$ cat config.mk
export PLATFORM = sky130hd
export DESIGN_NAME = volume_peak_limiter
export DESIGN_NICKNAME = d
export VERILOG_FILES = /design/src/hw/rtl/vpl_pkg.sv /design/src/hw/rtl/vpl_serial_mul.sv /design/src/hw/rtl/vpl_serial_div.sv /design/src/hw/rtl/volume_peak_limiter.sv
export SDC_FILE = /design/constraint.sdc
export NUM_CORES = 1
export LEC_CHECK = 0
export BUFFER_PORTS_ARGS = -buffer_cell sky130_fd_sc_hd__buf_2
export CAP_MARGIN = 40
export CORE_MARGIN = 2
export CORE_UTILIZATION = 35
export CTS_BUF_LIST = sky130_fd_sc_hd__clkbuf_4 sky130_fd_sc_hd__clkbuf_8
export CTS_CLUSTER_SIZE = 20
export DETAILED_ROUTE_END_ITERATION = 7
export PLACE_DENSITY = 0.6
export SYNTH_ARGS = -nofsm -noshare
export SYNTH_HDL_FRONTEND = slang
export SYNTH_SLANG_ARGS = --single-unit
$ cat constraint.sdc
create_clock -name clk_i -period 4.3 [get_ports clk_i]
set_clock_uncertainty 0.2 [all_clocks]
set_input_delay 0.645 -clock clk_i [delete_from_list [all_inputs] [get_ports clk_i]]
set_output_delay 0.645 -clock clk_i [all_outputs]
set_load 0.05 [all_outputs]
$ cat src/hw/rtl/vpl_pkg.sv
// Shared widths, reset values and register indexes of the volume peak limiter.
package vpl_pkg;

  localparam int SampleW     = 24;
  localparam int ChanW       = 3;
  localparam int GainW       = 22;
  localparam int ThrW        = 24;
  localparam int CoefW       = 24;
  localparam int CfgW        = 24;
  localparam int CfgAddrW    = 2;
  localparam int MagW        = 25;
  localparam int EnvW        = 26;
  localparam int EnvChannels = 2;

  localparam int MulAW = EnvW;
  localparam int MulBW = CoefW;
  localparam int ProdW = MulAW + MulBW;
  localparam int QuotW = MagW;

  localparam logic [GainW-1:0] GainRst   = 22'd1048576;
  localparam logic [ThrW-1:0]  ThrRst    = 24'd8388608;
  localparam logic [CoefW-1:0] AttackRst = 24'd16431297;
  localparam logic [CoefW-1:0] ReleaseRst = 24'd16773721;

  localparam logic [MagW-1:0] NegLimit = 25'h0800000;
  localparam logic [MagW-1:0] PosLimit = 25'h07FFFFF;

  typedef enum logic [CfgAddrW-1:0] {
    CfgVolumeGain     = 2'd0,
    CfgLimitThreshold = 2'd1,
    CfgAttackCoef     = 2'd2,
    CfgReleaseCoef    = 2'd3
  } cfg_reg_e;

endpackage

$ cat src/hw/rtl/vpl_serial_mul.sv
// Radix-4 shift-add multiplier, two multiplier bits per cycle.
module vpl_serial_mul #(
  parameter int AW = vpl_pkg::MulAW,
  parameter int BW = vpl_pkg::MulBW
) (
  input  logic             clk_i,
  input  logic             rst_ni,
  input  logic             start_i,
  input  logic [AW-1:0]    a_i,
  input  logic [BW-1:0]    b_i,
  output logic [AW+BW-1:0] prod_o,
  output logic             done_o
);

  localparam int Digits = BW / 2;
  localparam int CntW   = (Digits > 1) ? $clog2(Digits) : 1;

  logic             busy_q, prep_q, done_q;
  logic [CntW-1:0]  cnt_q;
  logic [AW-1:0]    a_q;
  logic [AW+1:0]    a3_q;
  logic [AW+BW-1:0] p_q;
  logic [AW+1:0]    pp;
  logic [AW+1:0]    sum;

  always_comb begin
    case (p_q[1:0])
      2'd0:    pp = '0;
      2'd1:    pp = (AW+2)'(a_q);
      2'd2:    pp = {1'b0, a_q, 1'b0};
      default: pp = a3_q;
    endcase
    sum = (AW+2)'(p_q[AW+BW-1:BW]) + pp;
  end

  always_ff @(posedge clk_i or negedge rst_ni) begin
    if (!rst_ni) begin
      busy_q <= 1'b0;
      prep_q <= 1'b0;
      done_q <= 1'b0;
      cnt_q  <= '0;
    end else begin
      done_q <= 1'b0;
      if (start_i) begin
        busy_q <= 1'b1;
        prep_q <= 1'b1;
        cnt_q  <= '0;
      end else if (busy_q && prep_q) begin
        prep_q <= 1'b0;
      end else if (busy_q) begin
        cnt_q <= cnt_q + CntW'(1);
        if (cnt_q == CntW'(Digits - 1)) begin
          busy_q <= 1'b0;
          done_q <= 1'b1;
        end
      end
    end
  end

  always_ff @(posedge clk_i) begin
    if (start_i) begin
      a_q <= a_i;
      p_q <= {{AW{1'b0}}, b_i};
    end else if (busy_q && prep_q) begin
      a3_q <= (AW+2)'(a_q) + {1'b0, a_q, 1'b0};
    end else if (busy_q) begin
      p_q <= {sum, p_q[BW-1:2]};
    end
  end

  assign prod_o = p_q;
  assign done_o = done_q;

endmodule

$ cat src/hw/rtl/vpl_serial_div.sv
// Restoring divider, one quotient bit per cycle.
module vpl_serial_div #(
  parameter int NW = vpl_pkg::ProdW,
  parameter int DW = vpl_pkg::EnvW,
  parameter int QW = vpl_pkg::QuotW
) (
  input  logic          clk_i,
  input  logic          rst_ni,
  input  logic          start_i,
  input  logic [NW-1:0] dividend_i,
  input  logic [DW-1:0] divisor_i,
  output logic [QW-1:0] quot_o,
  output logic          done_o
);

  localparam int CntW = $clog2(QW + 1);

  logic            busy_q, done_q;
  logic [CntW-1:0] cnt_q;
  logic [DW-1:0]   rem_q, d_q, rem_d;
  logic [QW-1:0]   n_q;
  logic [DW:0]     trial;
  logic            qbit;

  always_comb begin
    trial = {rem_q, n_q[QW-1]};
    qbit  = (trial >= {1'b0, d_q});
    rem_d = qbit ? DW'(trial - {1'b0, d_q}) : DW'(trial);
  end

  always_ff @(posedge clk_i or negedge rst_ni) begin
    if (!rst_ni) begin
      busy_q <= 1'b0;
      done_q <= 1'b0;
      cnt_q  <= '0;
    end else begin
      done_q <= 1'b0;
      if (start_i) begin
        busy_q <= 1'b1;
        cnt_q  <= '0;
      end else if (busy_q) begin
        cnt_q <= cnt_q + CntW'(1);
        if (cnt_q == CntW'(QW - 1)) begin
          busy_q <= 1'b0;
          done_q <= 1'b1;
        end
      end
    end
  end

  always_ff @(posedge clk_i) begin
    if (start_i) begin
      rem_q <= DW'(dividend_i[NW-1:QW]);
      n_q   <= dividend_i[QW-1:0];
      d_q   <= divisor_i;
    end else if (busy_q) begin
      rem_q <= rem_d;
      n_q   <= {n_q[QW-2:0], qbit};
    end
  end

  assign quot_o = n_q;
  assign done_o = done_q;

endmodule

$ cat src/hw/rtl/volume_peak_limiter.sv
// Gain stage and attack/release peak limiter, top level.
// One request is processed at a time: the gain product, the envelope step and the
// threshold product each go through a shared two-bit-per-cycle multiplier, and the
// threshold/envelope quotient through a one-bit-per-cycle divider, used only when
// the envelope exceeds the threshold. The next request can be taken once the result
// is loaded, and loading waits until the output register is free. The next request is
// taken while the previous result still waits in the output register.
// Channels at or above ENV_CHANNELS share the last envelope.
module volume_peak_limiter #(
  parameter int ENV_CHANNELS = vpl_pkg::EnvChannels
) (
  input  logic                               clk_i,
  input  logic                               rst_ni,
  input  logic                               cfg_we_i,
  input  logic [vpl_pkg::CfgAddrW-1:0]       cfg_addr_i,
  input  logic [vpl_pkg::CfgW-1:0]           cfg_wdata_i,
  input  logic                               in_valid_i,
  output logic                               in_ready_o,
  input  logic signed [vpl_pkg::SampleW-1:0] sample_in_i,
  input  logic [vpl_pkg::ChanW-1:0]          channel_i,
  output logic                               out_valid_o,
  input  logic                               out_ready_i,
  output logic signed [vpl_pkg::SampleW-1:0] sample_out_o
);

  localparam int IdxW = (ENV_CHANNELS > 1) ? $clog2(ENV_CHANNELS) : 1;
  localparam int SW   = vpl_pkg::SampleW;
  localparam int EW   = vpl_pkg::EnvW;
  localparam int MW   = vpl_pkg::MagW;
  localparam int PW   = vpl_pkg::ProdW;

  typedef enum logic [8:0] {
    StIdle = 9'b000000001,
    StGain = 9'b000000010,
    StPrep = 9'b000000100,
    StEnv  = 9'b000001000,
    StUpd  = 9'b000010000,
    StChk  = 9'b000100000,
    StLim  = 9'b001000000,
    StDiv  = 9'b010000000,
    StOut  = 9'b100000000
  } state_e;

  state_e state_q, state_d;

  logic [vpl_pkg::GainW-1:0] gain_q;
  logic [vpl_pkg::ThrW-1:0]  thr_q;
  logic [vpl_pkg::CoefW-1:0] attack_q, release_q;

  logic [EW-1:0]   env_q [ENV_CHANNELS];
  logic [IdxW-1:0] idx_q, idx_in;
  logic            neg_q, ge_q;
  logic [MW-1:0]   m_q;
  logic [EW-1:0]   e_q, step_q, env_new_q;
  logic            out_valid_q;
  logic [SW-1:0]   out_data_q;

  logic [SW-1:0]            smag_in;
  logic [EW-1:0]            e_cur, m_ext, diff, env_new, m_full, step_full;
  logic                     ge_cur, lim_needed, out_free;
  logic [vpl_pkg::CoefW-1:0] coef_sel;
  logic [SW-1:0]            res;

  logic                     mul_start;
  logic [vpl_pkg::MulAW-1:0] mul_a;
  logic [vpl_pkg::MulBW-1:0] mul_b;
  logic [PW-1:0]            mul_prod;
  logic                     mul_done;

  logic                     div_start;
  logic [PW-1:0]            div_dividend;
  logic [vpl_pkg::QuotW-1:0] div_quot;
  logic                     div_done;

  assign smag_in = sample_in_i[SW-1] ? (SW'(0) - $unsigned(sample_in_i)) : $unsigned(sample_in_i);
  assign idx_in  = ({1'b0, channel_i} < (vpl_pkg::ChanW+1)'(ENV_CHANNELS)) ?
                   IdxW'(channel_i) : IdxW'(ENV_CHANNELS - 1);

  assign e_cur    = env_q[idx_q];
  assign m_ext    = EW'(m_q);
  assign ge_cur   = (e_cur >= m_ext);
  assign diff     = ge_cur ? (e_cur - m_ext) : (m_ext - e_cur);
  assign coef_sel = ge_cur ? release_q : attack_q;
  assign env_new  = ge_q ? (m_ext + step_q) : (m_ext - step_q);

  assign m_full    = mul_prod[45:20] + EW'(mul_prod[19]);
  assign step_full = mul_prod[PW-1:24] + EW'(mul_prod[23]);

  assign lim_needed   = (thr_q != '0) && (env_new_q > EW'(thr_q));
  assign out_free     = !out_valid_q || out_ready_i;
  assign in_ready_o   = (state_q == StIdle);
  assign div_start    = (state_q == StLim) && mul_done;
  assign div_dividend = mul_prod + PW'(env_new_q[EW-1:1]);

  always_comb begin
    if (neg_q) begin
      res = SW'(0) - ((m_q > vpl_pkg::NegLimit) ? SW'(vpl_pkg::NegLimit) : m_q[SW-1:0]);
    end else begin
      res = (m_q > vpl_pkg::PosLimit) ? SW'(vpl_pkg::PosLimit) : m_q[SW-1:0];
    end
  end

  always_comb begin
    mul_start = 1'b0;
    mul_a     = '0;
    mul_b     = '0;
    case (state_q)
      StIdle: begin
        mul_start = in_valid_i;
        mul_a     = vpl_pkg::MulAW'(smag_in);
        mul_b     = vpl_pkg::MulBW'(gain_q);
      end
      StPrep: begin
        mul_start = 1'b1;
        mul_a     = diff;
        mul_b     = coef_sel;
      end
      StChk: begin
        mul_start = lim_needed;
        mul_a     = m_ext;
        mul_b     = thr_q;
      end
      default: ;
    endcase
  end

  always_comb begin
    state_d = state_q;
    unique case (state_q)
      StIdle: if (in_valid_i) state_d = StGain;
      StGain: if (mul_done) state_d = StPrep;
      StPrep: state_d = StEnv;
      StEnv:  if (mul_done) state_d = StUpd;
      StUpd:  state_d = StChk;
      StChk:  state_d = lim_needed ? StLim : StOut;
      StLim:  if (mul_done) state_d = StDiv;
      StDiv:  if (div_done) state_d = StOut;
      StOut:  if (out_free) state_d = StIdle;
      default: state_d = StIdle;
    endcase
  end

  always_ff @(posedge clk_i or negedge rst_ni) begin
    if (!rst_ni) begin
      state_q     <= StIdle;
      out_valid_q <= 1'b0;
      gain_q      <= vpl_pkg::GainRst;
      thr_q       <= vpl_pkg::ThrRst;
      attack_q    <= vpl_pkg::AttackRst;
      release_q   <= vpl_pkg::ReleaseRst;
      for (int i = 0; i < ENV_CHANNELS; i++) begin
        env_q[i] <= '0;
      end
    end else begin
      state_q <= state_d;
      if (cfg_we_i) begin
        unique case (vpl_pkg::cfg_reg_e'(cfg_addr_i))
          vpl_pkg::CfgVolumeGain:     gain_q    <= cfg_wdata_i[vpl_pkg::GainW-1:0];
          vpl_pkg::CfgLimitThreshold: thr_q     <= cfg_wdata_i[vpl_pkg::ThrW-1:0];
          vpl_pkg::CfgAttackCoef:     attack_q  <= cfg_wdata_i[vpl_pkg::CoefW-1:0];
          vpl_pkg::CfgReleaseCoef:    release_q <= cfg_wdata_i[vpl_pkg::CoefW-1:0];
          default: ;
        endcase
      end
      if (state_q == StUpd) begin
        env_q[idx_q] <= env_new;
      end
      if (state_q == StOut && out_free) begin
        out_valid_q <= 1'b1;
      end else if (out_ready_i) begin
        out_valid_q <= 1'b0;
      end
    end
  end

  always_ff @(posedge clk_i) begin
    if (state_q == StIdle && in_valid_i) begin
      neg_q <= sample_in_i[SW-1];
      idx_q <= idx_in;
    end
    if (state_q == StGain && mul_done) begin
      m_q <= MW'(m_full);
    end
    if (state_q == StPrep) begin
      e_q  <= e_cur;
      ge_q <= ge_cur;
    end
    if (state_q == StEnv && mul_done) begin
      step_q <= step_full;
    end
    if (state_q == StUpd) begin
      env_new_q <= env_new;
    end
    if (state_q == StDiv && div_done) begin
      m_q <= div_quot;
    end
    if (state_q == StOut && out_free) begin
      out_data_q <= res;
    end
  end

  vpl_serial_mul #(
    .AW (vpl_pkg::MulAW),
    .BW (vpl_pkg::MulBW)
  ) u_mul (
    .clk_i   (clk_i),
    .rst_ni  (rst_ni),
    .start_i (mul_start),
    .a_i     (mul_a),
    .b_i     (mul_b),
    .prod_o  (mul_prod),
    .done_o  (mul_done)
  );

  vpl_serial_div #(
    .NW (PW),
    .DW (EW),
    .QW (vpl_pkg::QuotW)
  ) u_div (
    .clk_i      (clk_i),
    .rst_ni     (rst_ni),
    .start_i    (div_start),
    .dividend_i (div_dividend),
    .divisor_i  (env_new_q),
    .quot_o     (div_quot),
    .done_o     (div_done)
  );

  assign out_valid_o  = out_valid_q;
  assign sample_out_o = $signed(out_data_q);

  a_state_onehot: assert property (@(posedge clk_i) disable iff (!rst_ni)
    $onehot(state_q))
    else $error("state register not one-hot");

  a_out_from_out_state: assert property (@(posedge clk_i) disable iff (!rst_ni)
    $rose(out_valid_q) |-> $past(state_q == StOut))
    else $error("result raised outside the output state");

  a_env_between: assert property (@(posedge clk_i) disable iff (!rst_ni)
    (state_q == StChk) |->
      ((env_new_q >= m_ext && env_new_q <= e_q) || (env_new_q <= m_ext && env_new_q >= e_q)))
    else $error("envelope update left the span of level and old envelope");

  a_quot_bound: assert property (@(posedge clk_i) disable iff (!rst_ni)
    (state_q == StDiv && div_done) |-> (div_quot <= m_q))
    else $error("limited level above gained level");

endmodule

* Yosys cells after proc, flatten, opt, wreduce, memory -nomap -nowiden
Index checks and enable logic that the tools add are counted.
Widths: inputs -> output; s select.
** Storage, ports and cells
- Word-level logic and storage cells :: 163
- Latch bits :: 0
- Memories :: 0
- Output and inout port bits :: 26
- RAM bits :: 0
- Bits of input ports :: 58
- Bits in read-only memories :: 0
- Register bits :: 455
** Operators by class
- Shift operators :: 0
- Equality and inequality tests :: 23
- Add/subtract/negate cells :: 14
- $lt $le $gt $ge :: 8
- Muxes and demuxes :: 58
- Div/mod/pow operators :: 0
- Multipliers :: 0
- Bitwise operators :: 3
- Reduce and logical (&&, ||, !) cells :: 27
** Operators by type and width (number)
- $mux 24 :: 8
- $mux 26 :: 7
- $mux 25 :: 6
- $pmux 28 s3 :: 1
- $pmux 9 s9 :: 1
- $pmux 26 s3 :: 1
- $pmux 24 s3 :: 1
- $mux 9 :: 7
- $bwmux 52 :: 1
- $sub 25x26->26 :: 2
- $add 50x25->50 :: 1
- $sub 1x24->24 const A :: 2
- $add 26x27->28 :: 1
- $add 26x28->28 :: 1
- $ge 27x26->1 :: 1
- $add 25x26->26 :: 1
- $add 26x1->26 :: 1
- $demux 26 s1 :: 1
- $ge 26x25->1 :: 1
- $gt 26x24->1 :: 1
- $sub 26x25->26 :: 1
- $sub 26x26->26 :: 1
- $add 25x1->25 :: 1
- $gt 25x23->1 const B :: 1
- 35 further kinds :: 83

* Logic depth before layout (Yosys ltp)
- Word-level depth :: 8
- Gate-level depth with buffers :: 18
- Gate-level depth less buffers :: 18

* Hierarchy
A second synthesis with hierarchy kept.
** Second synthesis, totals
- Cell total of the unflattened synthesis :: 3174
- Area, all modules :: 31494.0 sq um
** By module, submodules not included
- volume_peak_limiter :: cells an instance 2038, seq. area each 7068.0 sq um, instances 1, area an instance 19353.6 sq um
- vpl_serial_mul :: cells an instance 677, seq. area each 3037.9 sq um, instances 1, area an instance 7058.0 sq um
- vpl_serial_div :: cells an instance 459, seq. area each 2477.4 sq um, instances 1, area an instance 5082.4 sq um

* Worst setup path after synthesis
No wires, ideal clock.
- Path kind :: flip-flop to flip-flop
- Start point :: register thr_q[23] in the netlist's numbering
- End point :: register u_mul.a3_q[0], enable pin
- Slack :: -0.268 ns
- Data arrival time :: 3.954 ns
- Data required time :: 3.687 ns
- Period minus slack after synthesis :: 4.568 ns
- Stages on the path, launching flop included :: 12
- Path buffers :: 2
- Library setup time :: 0.413 ns
- Path through :: dfstp_2 -> inv_1 -> ha_1 -> nand2_1 -> nor4_1 -> nand2_1 -> o22ai_1 -> a311oi_1 -> or3_1 -> clkbuf_1 -> clkbuf_1 -> nor2_1
** On the way
- Word-level cells in the longest chain between the ends :: 5
- Elaborated cells on any way between the ends :: 6
- Classes of those cells :: order compare (1); mux (1); bitwise (1); reduce/logical (3)
** Ends and longest elaborated chain
- start, declared :: line volume_peak_limiter.sv:47 : logic [vpl_pkg::ThrW-1:0] thr_q;
- start signal, assigned :: line volume_peak_limiter.sv:148 : thr_q <= vpl_pkg::ThrRst;
- start signal, assigned :: line volume_peak_limiter.sv:159 : vpl_pkg::CfgLimitThreshold: thr_q <= cfg_wdata_i[vpl_pkg::ThrW-1:0];
- $gt 26x24->1 or $reduce_bool 24->1 (tied branches) :: line volume_peak_limiter.sv:89 : assign lim_needed = (thr_q != '0) && (env_new_q > EW'(thr_q));
- $logic_and 1x1->1 * :: line volume_peak_limiter.sv:89
- $pmux 1 s3 * :: line volume_peak_limiter.sv:107 : case (state_q)
- named net mul_start :: line volume_peak_limiter.sv:64 : logic mul_start;
- $not 1->1 (no source line) *
- $reduce_and 2->1 (no source line) *
- end signal, assigned :: line vpl_serial_mul.sv:65 : a3_q <= (AW+2)'(a_q) + {1'b0, a_q, 1'b0};
- end, declared :: line vpl_serial_mul.sv:21 : logic [AW+1:0] a3_q;
Mark *: on every way through the listed nets, which the timed path passes. The rest lies on a longest branch.
A chain may end at the register's enable or synchronous reset.

* Worst setup path after layout
- Start point :: register step_q[3]
- End point :: register env_q[25] in the netlist's numbering
** On the way
- Word-level cells in the longest chain between the ends :: 3
- Elaborated cells on any way between the ends :: 4
- Classes of those cells :: add/sub (2); mux (2)
** Ends and longest elaborated chain
- start, declared :: line volume_peak_limiter.sv:54 : logic [EW-1:0] e_q, step_q, env_new_q;
- start signal, assigned :: line volume_peak_limiter.sv:189 : step_q <= step_full;
- $sub 25x26->26 or $add 25x26->26 (tied branches) :: line volume_peak_limiter.sv:84 : assign env_new = ge_q ? (m_ext + step_q) : (m_ext - step_q);
- $mux 26 * :: line volume_peak_limiter.sv:84
- named net env_new[25] :: line volume_peak_limiter.sv:59 : logic [EW-1:0] e_cur, m_ext, diff, env_new, m_full, step_full;
- $bwmux 52 * :: line volume_peak_limiter.sv:166 : env_q[idx_q] <= env_new;
- end signal, assigned by index :: line volume_peak_limiter.sv:166
- end, declared :: line volume_peak_limiter.sv:50 : logic [EW-1:0] env_q [ENV_CHANNELS];
Marked as above.

==> flow_metrics.tcl <==
set metrics [dict create \
    outcome "finished clean" \
    yosysMostFrequentCell "nand2_1" \
    yosysSeqAreaShare_pct 40.3 \
    io_pins 84 \
    r2r_start "step_q[3]" \
    cts.sinks 455 \
    cp_max_fo 3 \
    yosys-top-cells-area "edfxtp_1 25%, dfrtp_1 11%, ha_1 8.5%, mux2_2 4.6%, nand2_1 4.4%" \
    end_kind "flop" \
    ys_seq_elements 455 \
    worst_ep_required_time_ns 4.67 \
    fillers 8787 \
    detail-route-antenna-nets 0 \
    finalCritPeriodShare_pct 97.9 \
    htree_levels 3 \
    fmax_ghz 0.238 \
    vias_per_cell 5.56 \
    num_vias 26400 \
    arrival_ns 4.58 \
    holdCritPathClass "in -> reg" \
    grt_pass1_vias 25100 \
    syn_inst 3291 \
    cts_made_buffers 80 \
    finalWeightedCongestion 0.972 \
    insertion_delay_ns 0.70 \
    synthToLayoutAreaGrowth_pct 15.6 \
    nets 3787 \
    clk_pin_slew_worst_paths_ns 0.07 \
    synth_edf_count 258 \
    drtIter0Drc 2591 \
    crit_slowest_cell "or4_4" \
    dpl.cell_count 4571 \
    grt_setup_unrepaired "true" \
    drt_wl_total_mm 102 \
    rr_endpoint "env_q[25]" \
    synth_nets 3569 \
    cts_tree "done" \
    setup_ws_ns 0.0918 \
    hold_end "thr_q[22]" \
    path_cells "or4_4 > buf_6 > nor4_4 > nand2_1 > nor2_2 > a21oi_1 > xor2_1 > ha_1 > and3_4 > nand2_2 > or4_4 > o221ai_4 > o41ai_4 > o21bai_1 > a21oi_1 > xnor2_1 > mux2_1" \
    holdPathStages 2 \
    antenna_found_initial 4 \
    ys_warn_count 0 \
    max_stage_delay_ns 0.58 \
    num_rows 109 \
    finalMaxSlewViolations 0 \
    drive_gt1_share_pct 17.9 \
    total_power_mw 17.9 \
    yosysUniqueCellTypes 95 \
    p_per_area_nw_per_um2 495 \
    hpwl_mm 77.1 \
    wl_per_cell_um 21.4 \
    initial_core_util_pct 35.3 \
    synth_commonest_cells "368 x nand2_1, 260 x a21oi_1, 258 x edfxtp_1, 233 x nor2_1, 213 x ha_1" \
    max-cap-violations 0 \
    worst_pin_slew_ns 0.835 \
    r2r_slack_ns 0.09 \
    yosys.area.top_type "edfxtp_1" \
    finalSetupViolCount 0 \
    synth_ff_type "edfxtp_1" \
    grt.overflow.total 0 \
    grt_max_degree 84 \
    port_buffers 83 \
    dpl_worst_slack_ns 0.0226 \
    slew_headroom_pct 43.9 \
    firstDrtPassIters 7 \
    hold_viol 0 \
    worst_setup_path_start_kind "flop" \
    grt.total_usage_pct 21.8 \
    synth_top_area_share_pct 24.8 \
    period_needed_ns 4.21 \
    die_h_um 303 \
    worstRegToRegCells 17 \
    p_leak_nw 15.6 \
    root_buffer "clkbuf_8" \
    ys_async_sr_fraction_pct 37.4 \
    die_w_um 303 \
    vdd_drop_max_v 0.000254 \
    drcViolationCount 0 \
    syn_avg_cell_area_sq_um 9.48 \
    grt_pass1_wl_mm 152 \
    coreArea_sq_um 88400 \
    cts_buffer_depth 3 \
    final_cells 4743 \
    die_area_sq_um 91600 \
    netlist_area_sq_um 31200 \
    worstSetupPathType "reg -> reg" \
    min_from "cfg_wdata_i[22]" \
]
[cell families (layout without fill, tap and decap cells)]
family                   after synthesis  in the layout  synth area share (%)
flip-flops                           455            455                  40.3
AND/OR/NAND/NOR                      981            981                  14.7
other                                  0              1                     0
buffers and inverters                326            612                  4.09
AO/OA/AOI/OAI                        833            833                  17.1
XOR/XNOR                             253            253                  7.10
adder cells (fa/ha/maj)              220            220                  8.99
multiplexers                         223            223                  7.67
[cells in the final DEF, fill, tap and decap left out, types with 14 or more instances in the layout]
master	n
o21ai_1	33
or3_1	14
a31oi_1	29
o21ai_0	145
clkbuf_8	89
nand2b_1	25
o21bai_1	21
nor2b_1	20
dfstp_2	33
dlygate4sd3_1	15
a22oi_1	18
clkbuf_4	34
o211ai_1	22
o31ai_1	31
nor2_1	229
nand4_1	41
edfxtp_1	258
buf_4	187
a21oi_1	257
a21o_1	88
nand2_1	366
buf_2	82
dfrtp_1	137
a211oi_1	28
dfxtp_1	27
mux2_2	127
inv_1	165
xnor2_1	135
xor2_1	118
nor3_1	56
and3_1	32
a222oi_1	22
o21a_1	26
nand3_1	95
nor4_1	15
ha_1	213
mux2i_1	92
[worst max-delay path, delay by kind of cell (launching register included)]
kind,cells,cell delay [ns]
buffers and inverters,1,0.15
flip-flops,1,0.39
XOR/XNOR,2,0.31
adder cells (fa/ha/maj),1,0.32
AND/OR/NAND/NOR,7,1.77
multiplexers,1,0.29
AO/OA/AOI/OAI,5,0.66
[how the worst max path moves through the flow]
stage | depth (start not counted) | start | slack [ns] | to
2_1_floorplan | 16 | step_q[5] | 0.03 | env_q[25]
6_report | 17 | step_q[3] | 0.09 | env_q[25]
3_3_place_gp | 17 | step_q[6] | 0.09 | env_q[25]
3_5_place_dp | 16 | step_q[6] | 0.02 | env_q[25]
4_1_cts | 16 | step_q[6] | 0.03 | env_q[25]
5_1_grt | 17 | step_q[3] | -0.09 | env_q[25]
[layout make-up]
cell class	count	area, sq um	area share [%]
repair buffers	294	2130	5.92
clock buffers	123	1480	4.10
inverters	168	633	1.76
well taps	1165	1460	4.04
clock inverters	27	249	0.690
flip-flops and latches	455	12600	34.9
diodes	1	2.50	0.00694
multi-input cells	2510	17500	48.6
[through the flow]
step / utilization (%) / setup TNS [ns] / hold slack (ns) / area [sq um]
floorplan: - / 0 / 0.149 / 31200
global placement: 38.5 / 0 / 0.258 / 34000
detailed placement: 38.5 / 0 / 0.262 / 34000
CTS: 40.6 / 0 / 0.000433 / 35900
global route: 40.8 / -0.161 / 0.0188 / 36100
finish: 40.8 / 0 / 0.0411 / 36100
[sequential cells by signal, summed over array words and instances (netlist names), 25 cells and up]
register      count
env_q            52
u_div.quot_o     25
u_div.d_q        26
u_div.rem_q      26
step_q           26
u_mul.prod_o     50
env_new_q        26
u_mul.a_q        26
m_q              25
u_mul.a3_q       28
[layer usage]
layer | track usage (%) | part of all wire, % | up-vias | wire [um]
met3 | 3.86 | 7.7 | 200 | 7780
met2 | 35.0 | 46 | 974 | 46700
met1 | 29.2 | 42 | 12700 | 43000
li1 | - | - | 12400 | -
met5 | 0 | 0.013 | - | 13
met4 | 8.89 | 4.0 | 2 | 4070
[where the power goes]
group | switching, mW | leakage [nW] | internal [mW]
clock network | 1.95 | 0.920 | 2.41
logic | 4.17 | 9.96 | 3.00
registers | 0.749 | 4.70 | 5.58
[repair_timing]
| action | in CTS | in global routing |
|---|---|---|
| pin swaps | 0 | 12 |
| hold buffers | 15 | 0 |
| gates resized for setup | 1 | 30 |
| endpoints found under the setup margin | 2 | 39 |
| setup buffers | 0 | 6 |
| endpoints found under the hold margin | 98 | 0 |
Power figures use the tool's default switching activity.
